[src/rtl/tpk_pkg.sv]
// ----------------------------------------------------------------------------
// tpk_pkg
// Shared types and constants of the position keeper: record layout, request
// codes, status codes, sequencer states and the arithmetic unit command.
// ----------------------------------------------------------------------------
package tpk_pkg;

  localparam int VOL_W   = 31;
  localparam int PRICE_W = 47;
  localparam int PNL_W   = 64;
  localparam int QTY_W   = 32;
  localparam int SIZE_W  = 16;
  localparam int TKR_W   = 8;
  localparam int MUL_W   = 48;
  localparam int DVD_W   = 80;

  localparam logic [VOL_W-1:0] VOL_MAX = {VOL_W{1'b1}};

  localparam logic [1:0] ACT_PEND   = 2'd0;
  localparam logic [1:0] ACT_FILL   = 2'd1;
  localparam logic [1:0] ACT_TICK   = 2'd2;
  localparam logic [1:0] ACT_UNUSED = 2'd3;

  localparam logic [1:0] STAT_OK         = 2'd0;
  localparam logic [1:0] STAT_PEND_CLAMP = 2'd1;
  localparam logic [1:0] STAT_VOL_CLAMP  = 2'd2;

  localparam logic [PNL_W-1:0] PNL_MAX = {1'b0, {(PNL_W-1){1'b1}}};
  localparam logic [PNL_W-1:0] PNL_MIN = {1'b1, {(PNL_W-1){1'b0}}};

  typedef struct packed {
    logic [VOL_W-1:0]   vol;
    logic [VOL_W-1:0]   opn;
    logic [VOL_W-1:0]   cls;
    logic [PRICE_W-1:0] cost;
    logic [PNL_W-1:0]   flt;
  } side_rec_t;

  // sd[0] is the long side, sd[1] the short side
  typedef struct packed {
    logic            valid;
    side_rec_t [1:0] sd;
  } entry_t;

  typedef enum logic {ALU_MUL, ALU_DIV} alu_op_t;

  typedef struct packed {
    logic    start;
    alu_op_t op;
  } alu_cmd_t;

  typedef enum logic [4:0] {
    S_CLEAR, S_IDLE, S_LOAD, S_APPLY, S_TICK, S_M1, S_W1, S_M2, S_W2,
    S_SAT, S_DV, S_W3, S_COST, S_WRITE, S_OUT0, S_OUT1
  } tpk_state_t;

endpackage

[src/rtl/tpk_alu.sv]
// ----------------------------------------------------------------------------
// tpk_alu
// Shared shift-add multiplier and restoring divider around one 49-bit adder.
// A multiply takes 48 steps, a divide 80 steps.
// ----------------------------------------------------------------------------
module tpk_alu import tpk_pkg::*; (
  input  logic                 clk,
  input  logic                 rst_n,
  input  alu_cmd_t             cmd,
  input  logic [MUL_W-1:0]     a_i,
  input  logic [MUL_W-1:0]     b_i,
  input  logic [DVD_W-1:0]     dvd_i,
  input  logic [VOL_W-1:0]     dvs_i,
  output logic                 done_o,
  output logic [2*MUL_W-1:0]   prod_o,
  output logic [DVD_W-1:0]     quo_o,
  output logic                 rem_nz_o
);

  logic               run_r;
  logic               done_r;
  alu_op_t            op_r;
  logic [6:0]         cnt_r;
  logic [MUL_W-1:0]   hi_r;
  logic [DVD_W-1:0]   lo_r;
  logic [MUL_W-1:0]   a_r;
  logic [31:0]        trial;
  logic [MUL_W:0]     add_a;
  logic [MUL_W:0]     add_b;
  logic [MUL_W:0]     sum;
  logic [6:0]         last_step;

  always_comb begin
    trial = {hi_r[30:0], lo_r[DVD_W-1]};
    if (op_r == ALU_MUL) begin
      add_a = {1'b0, hi_r};
      add_b = lo_r[0] ? {1'b0, a_r} : '0;
      sum   = add_a + add_b;
    end else begin
      add_a = {17'b0, trial};
      add_b = ~{1'b0, a_r};
      sum   = add_a + add_b + {{MUL_W{1'b0}}, 1'b1};
    end
    last_step = (op_r == ALU_MUL) ? 7'(MUL_W - 1) : 7'(DVD_W - 1);
  end

  always_ff @(posedge clk) begin
    if (!rst_n) begin
      run_r  <= 1'b0;
      done_r <= 1'b0;
    end else if (cmd.start) begin
      run_r  <= 1'b1;
      done_r <= 1'b0;
    end else if (run_r && cnt_r == last_step) begin
      run_r  <= 1'b0;
      done_r <= 1'b1;
    end
  end

  always_ff @(posedge clk) begin
    if (cmd.start) begin
      op_r  <= cmd.op;
      cnt_r <= '0;
      hi_r  <= '0;
      a_r   <= (cmd.op == ALU_DIV) ? {17'b0, dvs_i} : a_i;
      lo_r  <= (cmd.op == ALU_DIV) ? dvd_i : {32'b0, b_i};
    end else if (run_r) begin
      cnt_r <= cnt_r + 7'd1;
      if (op_r == ALU_MUL) begin
        hi_r <= sum[MUL_W:1];
        lo_r <= {32'b0, sum[0], lo_r[MUL_W-1:1]};
      end else begin
        // keep the partial remainder when the trial subtract goes negative
        hi_r <= sum[MUL_W] ? {17'b0, trial[30:0]} : {17'b0, sum[30:0]};
        lo_r <= {lo_r[DVD_W-2:0], ~sum[MUL_W]};
      end
    end
  end

  assign done_o   = done_r;
  assign prod_o   = {hi_r, lo_r[MUL_W-1:0]};
  assign quo_o    = lo_r;
  assign rem_nz_o = |hi_r[30:0];

endmodule
[config.mk]
export PLATFORM = sky130hd
export DESIGN_NAME = tpk_alu
export DESIGN_NICKNAME = d
export VERILOG_FILES = /design/src/rtl/tpk_pkg.sv /design/src/rtl/tpk_alu.sv
export SDC_FILE = /design/constraint.sdc
export NUM_CORES = 1
export LEC_CHECK = 0
export BUFFER_PORTS_ARGS = -buffer_cell sky130_fd_sc_hd__buf_2
export CELL_PAD_IN_SITES_DETAIL_PLACEMENT = 1
export CELL_PAD_IN_SITES_GLOBAL_PLACEMENT = 2
export CORE_UTILIZATION = 34
export CTS_BUF_LIST = sky130_fd_sc_hd__clkbuf_16
export CTS_CLUSTER_SIZE = 24
export DETAILED_ROUTE_END_ITERATION = 8
export GPL_TIMING_DRIVEN = 0
export PLACE_DENSITY = 0.94
export SLEW_MARGIN = 10
export SYNTH_ARGS = -nofsm -noshare
export SYNTH_HDL_FRONTEND = slang
export SYNTH_SLANG_ARGS = --single-unit
[constraint.sdc]
create_clock -name clk -period 5.72 [get_ports clk]
set_input_delay 1.144 -clock clk [delete_from_list [all_inputs] [get_ports clk]]
set_output_delay 1.144 -clock clk [all_outputs]
set_load 0.01 [all_outputs]
-- Yosys cells after proc, flatten, opt, wreduce, memory -nomap -nowiden
Index checks and enable logic that the tools add are counted.
- bits in registers: 186
- latch bits: 0
- RAM bits: 0
- bits in read-only memories: 0
- logic and storage cells: 33
- memories: 0
- add/sub/neg operators: 4
- multiply operators: 0
- div/mod/pow operators: 0
- $lt $le $gt $ge: 0
- equal/unequal tests: 1
- shift operators: 0
- multiplexer cells: 12
- bitwise logic cells: 3
- reduce and logical (&&, ||, !) cells: 5
- operator list (operator ; count):
    2-to-1 mux 80 bit ; 4
    2-to-1 mux 48 bit ; 2
    2-to-1 mux 31 bit ; 2
    adder 32 x 49 -> 49 bit ; 1
    adder 48 x 48 -> 49 bit ; 1
    adder 49 x 1 -> 49 bit, second input constant ; 1
    2-to-1 mux 49 bit ; 1
    NOT 48 -> 49 bit ; 1
    OR reduction 31 bit ; 1
    adder 7 x 1 -> 7 bit, second input constant ; 1
    equality test 7 bit ; 1
    2-to-1 mux 7 bit ; 1
    nonzero test 2 bit ; 2
    2-to-1 mux 1 bit ; 2
    NOT 1 bit ; 2
    OR reduction 2 bit ; 1
    logical AND 1 bit ; 1

-- Logic depth before layout (Yosys ltp)
- depth after elaboration: 8
- gate-level depth with buffers: 14
- mapped depth without buffers: 12

-- Worst setup path before layout
OpenSTA, ideal clock, no wires.
- path type: in2reg
- from: input port cmd[1] (netlist name)
- to: register lo_r[0], in the netlist quo_o[0], enable pin
- setup time: 0.434 ns
- data arrival time: 3.408 ns
- required time: 5.286 ns
- path slack: 1.878 ns
- cell stages on the path: 5
- path buffers: 3
- path through: clkbuf_1 nor2_1 clkbuf_1 clkbuf_1 inv_1
- cells in the longest elaborated chain, start to end: 1
- RTL lines (item ; RTL line ; RTL):
    start, declared ; tpk_alu.sv:9 ; input alu_cmd_t cmd,
    nonzero test 2 bit (no line) ; - ;
    end signal, assigned ; tpk_alu.sv:66 ; lo_r <= (cmd.op == ALU_DIV) ? dvd_i : {32'b0, b_i};
    end signal, assigned ; tpk_alu.sv:71 ; lo_r <= {32'b0, sum[0], lo_r[MUL_W-1:1]};
    end signal, assigned ; tpk_alu.sv:75 ; lo_r <= {lo_r[DVD_W-2:0], ~sum[MUL_W]};
    end, declared ; tpk_alu.sv:25 ; logic [DVD_W-1:0] lo_r;
Every way passes these cells.
A chain may end at the register's enable or synchronous reset.

-- Final worst setup path
- from: register lo_r[0], in the netlist quo_o[0]
- to: register hi_r[23]
- cells in the longest elaborated chain, start to end: 5
- RTL lines (item ; RTL line ; RTL):
    2-to-1 mux 48 bit * ; tpk_alu.sv:37 ; add_b = lo_r[0] ? {1'b0, a_r} : '0;
    adder 48 x 48 -> 49 bit * ; tpk_alu.sv:38 ; sum = add_a + add_b;
    2-to-1 mux 49 bit * ; tpk_alu.sv:35 ; if (op_r == ALU_MUL) begin
    2-to-1 mux 31 bit ; tpk_alu.sv:74 ; hi_r <= sum[MUL_W] ? {17'b0, trial[30:0]} : {17'b0, sum[30:0]};
    2-to-1 mux 48 bit * ; tpk_alu.sv:69 ; if (op_r == ALU_MUL) begin
    end signal, assigned ; tpk_alu.sv:70 ; hi_r <= sum[MUL_W:1];
    end signal, assigned ; tpk_alu.sv:74 ;
    end, declared ; tpk_alu.sv:24 ; logic [MUL_W-1:0] hi_r;
Mark *: on every way between the ends. The rest lies on a longest branch, timed or not.

==> out/summary.txt <==
TIMING
------------------------------------------------------------------------------
Total count of hold-check failures in the final report ..........            0
Slew Limit Fails ................................................            0
TNS Setup .......................................................         0 ns
Minimum period implied by the final worst setup slack ...........      4.65 ns
Max Freq ........................................................      215 MHz
Measured slew at the worst slew-check pin .......................     0.937 ns
Final cycle utilization of the critical path ....................        81.2%
Remaining max-slew budget at the tightest pin ...................        37.6%
Final Skew ......................................................    0.0212 ns
RSZ-0062 raised after global routing ............................        false
Setup-failing EPs final .........................................            0

SETUP PATH
------------------------------------------------------------------------------
Maximum fanout count along the critical path ....................           10
Critical path startpoint category ...............................         flop
Sort of element at the end of the critical path .................         flop
Arrival time of the worst setup path ............................      5.04 ns
Start-to-end type of the worst setup path ....................... flop to flop
Required time of the worst setup path ...........................      6.11 ns

CLOCK NETWORK
------------------------------------------------------------------------------
Maximum clock path buffer count .................................            2
Total number of clock tree sinks ................................          186
Root buffer cell ................................................    clkbuf_16
Latest clock arrival within the worst-skew pair .................      0.48 ns
Post-cts resize count ...........................................            0
Num CTS Buffers .................................................           17
# Post-CTS Setup Buffers ........................................            0
CTS clk-pin slew, worst paths ...................................      0.09 ns
CTS hold repair buffers .........................................            0
CTS tree ........................................................         done
# H-tree levels .................................................            4

CELLS AND AREA
------------------------------------------------------------------------------
Number of antenna repair diodes .................................            0
Storage element area ............................................    5010 um^2
Layout overhead on the synthesized area .........................        22.8%
Finished Core Util ..............................................        42.3%
Net count, final ................................................         2222
Fill count ......................................................         4858
Area taken by multi-input logic gates ...........................    8090 um^2
Fraction of layout instances using a drive strength above 1 .....        27.3%

DRT
------------------------------------------------------------------------------
Number of vias per cell after detailed routing ..................         5.52
Residual antenna-violating net count after detailed routing .....            0
Post-route DRC violation count ..................................            0
Detailed Routing Iterations Pass 1 ..............................            5
Wire per inst ...................................................      22.5 um
DR iter-0 viols .................................................          760
Vias post-DR ....................................................        13600
Post-Route WL ...................................................     55600 um

PLACE
------------------------------------------------------------------------------
Routability-driven placement congestion ratio ...................        0.924
Count of input and output buffers ...............................          388
HPWL after detailed placement ...................................     44200 um

POWER AND IR DROP
------------------------------------------------------------------------------
Switch Pwr ......................................................      1550 uW
Power share of the combinational group ..........................        30.8%
Worst vdd rail ir drop ..........................................   0.000205 V
Fraction of power spent switching nets ..........................        36.4%
Internal Dissipation ............................................      2700 uW
Part of the total power dissipated in the clock network .........        28.6%
Reg power frac ..................................................        40.6%
Total power .....................................................      4250 uW
Reported leakage power ..........................................   0.00778 uW
Total power divided by cell area ................................  246 nW/um^2

LOGIC SYNTHESIS
------------------------------------------------------------------------------
Per-instance average area after synthesis .......................    9.24 um^2
Flip-flop and latch count after synthesis .......................          186
Netlist Area Pre-Place ..........................................   14000 um^2
Syn Inst Count ..................................................         1520
Number of enable-type register cells in the synthesized netlist .          129
Share of synthesized area occupied by flip-flops and latches ....        35.7%
Primary FF master, synth ........................................     edfxtp_1
Unique masters post-synth .......................................           77
Mapped Nets .....................................................         1814
Warning count from the yosys run ................................            0
Share of flip-flops with an asynchronous set or reset ...........           0%

GRT
------------------------------------------------------------------------------
Largest net degree at the start of global routing ...............           56
Wire length of the first global-routing pass ....................     82700 um
Overall overflow remaining after global route ...................            0
All-layer global routing usage ..................................        26.1%
Via count of the first global-routing pass ......................        13800
Antenna violations before repair ................................            6

FLOORPLANNING
------------------------------------------------------------------------------
Row Count .......................................................           74
Initial cell density of the core ................................        34.4%
Width of the die ................................................       205 um
Core Box Area ...................................................   40800 um^2
Die span in y ...................................................       205 um
Die area ........................................................   42100 um^2
Number of I/O pins ..............................................          389

JOB
------------------------------------------------------------------------------
Max-cap violation count .........................................            0

RUN STATUS
------------------------------------------------------------------------------
Status .......................................................... finished clean

HOLD PATH
------------------------------------------------------------------------------
Worst Hold Class ................................................ flop to flop

## Yosys cell counts (all sizes together), types with 15 or more instances
master,number,share of area (%)
nor2,89,2.4
xor2,25,1.6
inv,57,1.5
a21oi,143,5.1
a22o,40,2.5
dfxtp,57,8.1
a211oi,67,3.6
nor3,23,0.82
clkbuf,76,2.0
xnor2,41,2.6
nand2,77,2.1
o21ai,71,2.6
mux2i,60,4.3
and3,16,0.71
ha,81,7.2
nor2b,73,3.3
a21o,42,2.2
mux2,39,3.2
nor4,15,0.67
nand3,16,0.57
and2,59,2.6
edfxtp,129,28
buf,60,3.2
## layout by cell type, fill, tap and decap left out, drive strengths merged, types with 67 or more instances in the layout
master  Yosys  final
nor2       89     89
a211oi     67     67
nor2b      73     73
o21ai      71     71
edfxtp    129    129
nand2      77     77
ha         81     81
a21oi     143    143
clkbuf     76     93
buf        60    449
## cells by family after synthesis
logic type               share of synthesized area, %
buffers and inverters                            6.71
AO/OA/AOI/OAI                                    23.8
multiplexers                                     7.48
flip-flops                                       35.7
adder cells (fa/ha/maj)                          7.50
AND/OR/NAND/NOR                                  14.7
XOR/XNOR                                         4.11
## per-layer routing
layer	vias to the layer above	wire length, um	global-route usage, %
met3	67	2930	4.39
li1	6420	-	-
met2	419	27800	45.8
met4	8	1340	7.99
met1	6735	23400	32.5
met5	-	45	0
## critical path: stages, from the launching register on
cell and delay (ns):
edfxtp_1 0.64, clkbuf_1 0.40, and2_1 0.28, ha_1 0.22
fa_1 0.44, a211oi_1 0.45, o21ai_2 0.18, a21oi_1 0.29
o21ai_1 0.19, a221o_1 0.43, a221oi_1 0.31, xor2_1 0.20
a211o_1 0.33, a221oi_1 0.21
## cell type report
type	instances	share of cell area [%]
plain buffers	136	4.22
clock buffers	17	2.46
clock inverters	15	0.834
inverters	57	1.25
multi-input cells	1141	46.9
flip-flops and latches	186	29.1
well taps	532	3.86
repair buffers	389	11.4
## registers in the layout, indices dropped and copies added (netlist names)
signal	cells
quo_o	80
cnt_r	7
run_r	1
op_r	1
hi_r	48
done_o	1
a_r	48
## path summary, 6_finish.rpt
check	start	depth (start not counted)	to	slack, ns
max reg2reg	quo_o[0]	13	hi_r[23]	1.07
min reg2reg	hi_r[33]	2	hi_r[33]	0.48
min	hi_r[33]	2	hi_r[33]	0.48
max	quo_o[0]	13	hi_r[23]	1.07
## power groups by stage
stage | clock network (uW) | logic [uW] | registers (uW)
floorplan | 0 | 787 | 1730
global placement | 0 | 1270 | 1760
detailed placement | 0 | 1300 | 1760
CTS | 1230 | 1310 | 1730
global route | 1270 | 1430 | 1740
finish | 1220 | 1310 | 1730
## per-stage QoR
stage	cell area (um^2)	worst slack [ns]	hold WS [ns]	std cells
global placement	16700	-0.581	0.470	2440
CTS	17300	1.12	0.487	2473
detailed placement	16700	1.15	0.476	2441
floorplan	14000	1.88	0.472	1520
global route	17300	0.887	0.522	2473
finish	17300	1.07	0.481	2473
(Power assumes the default switching activity.)
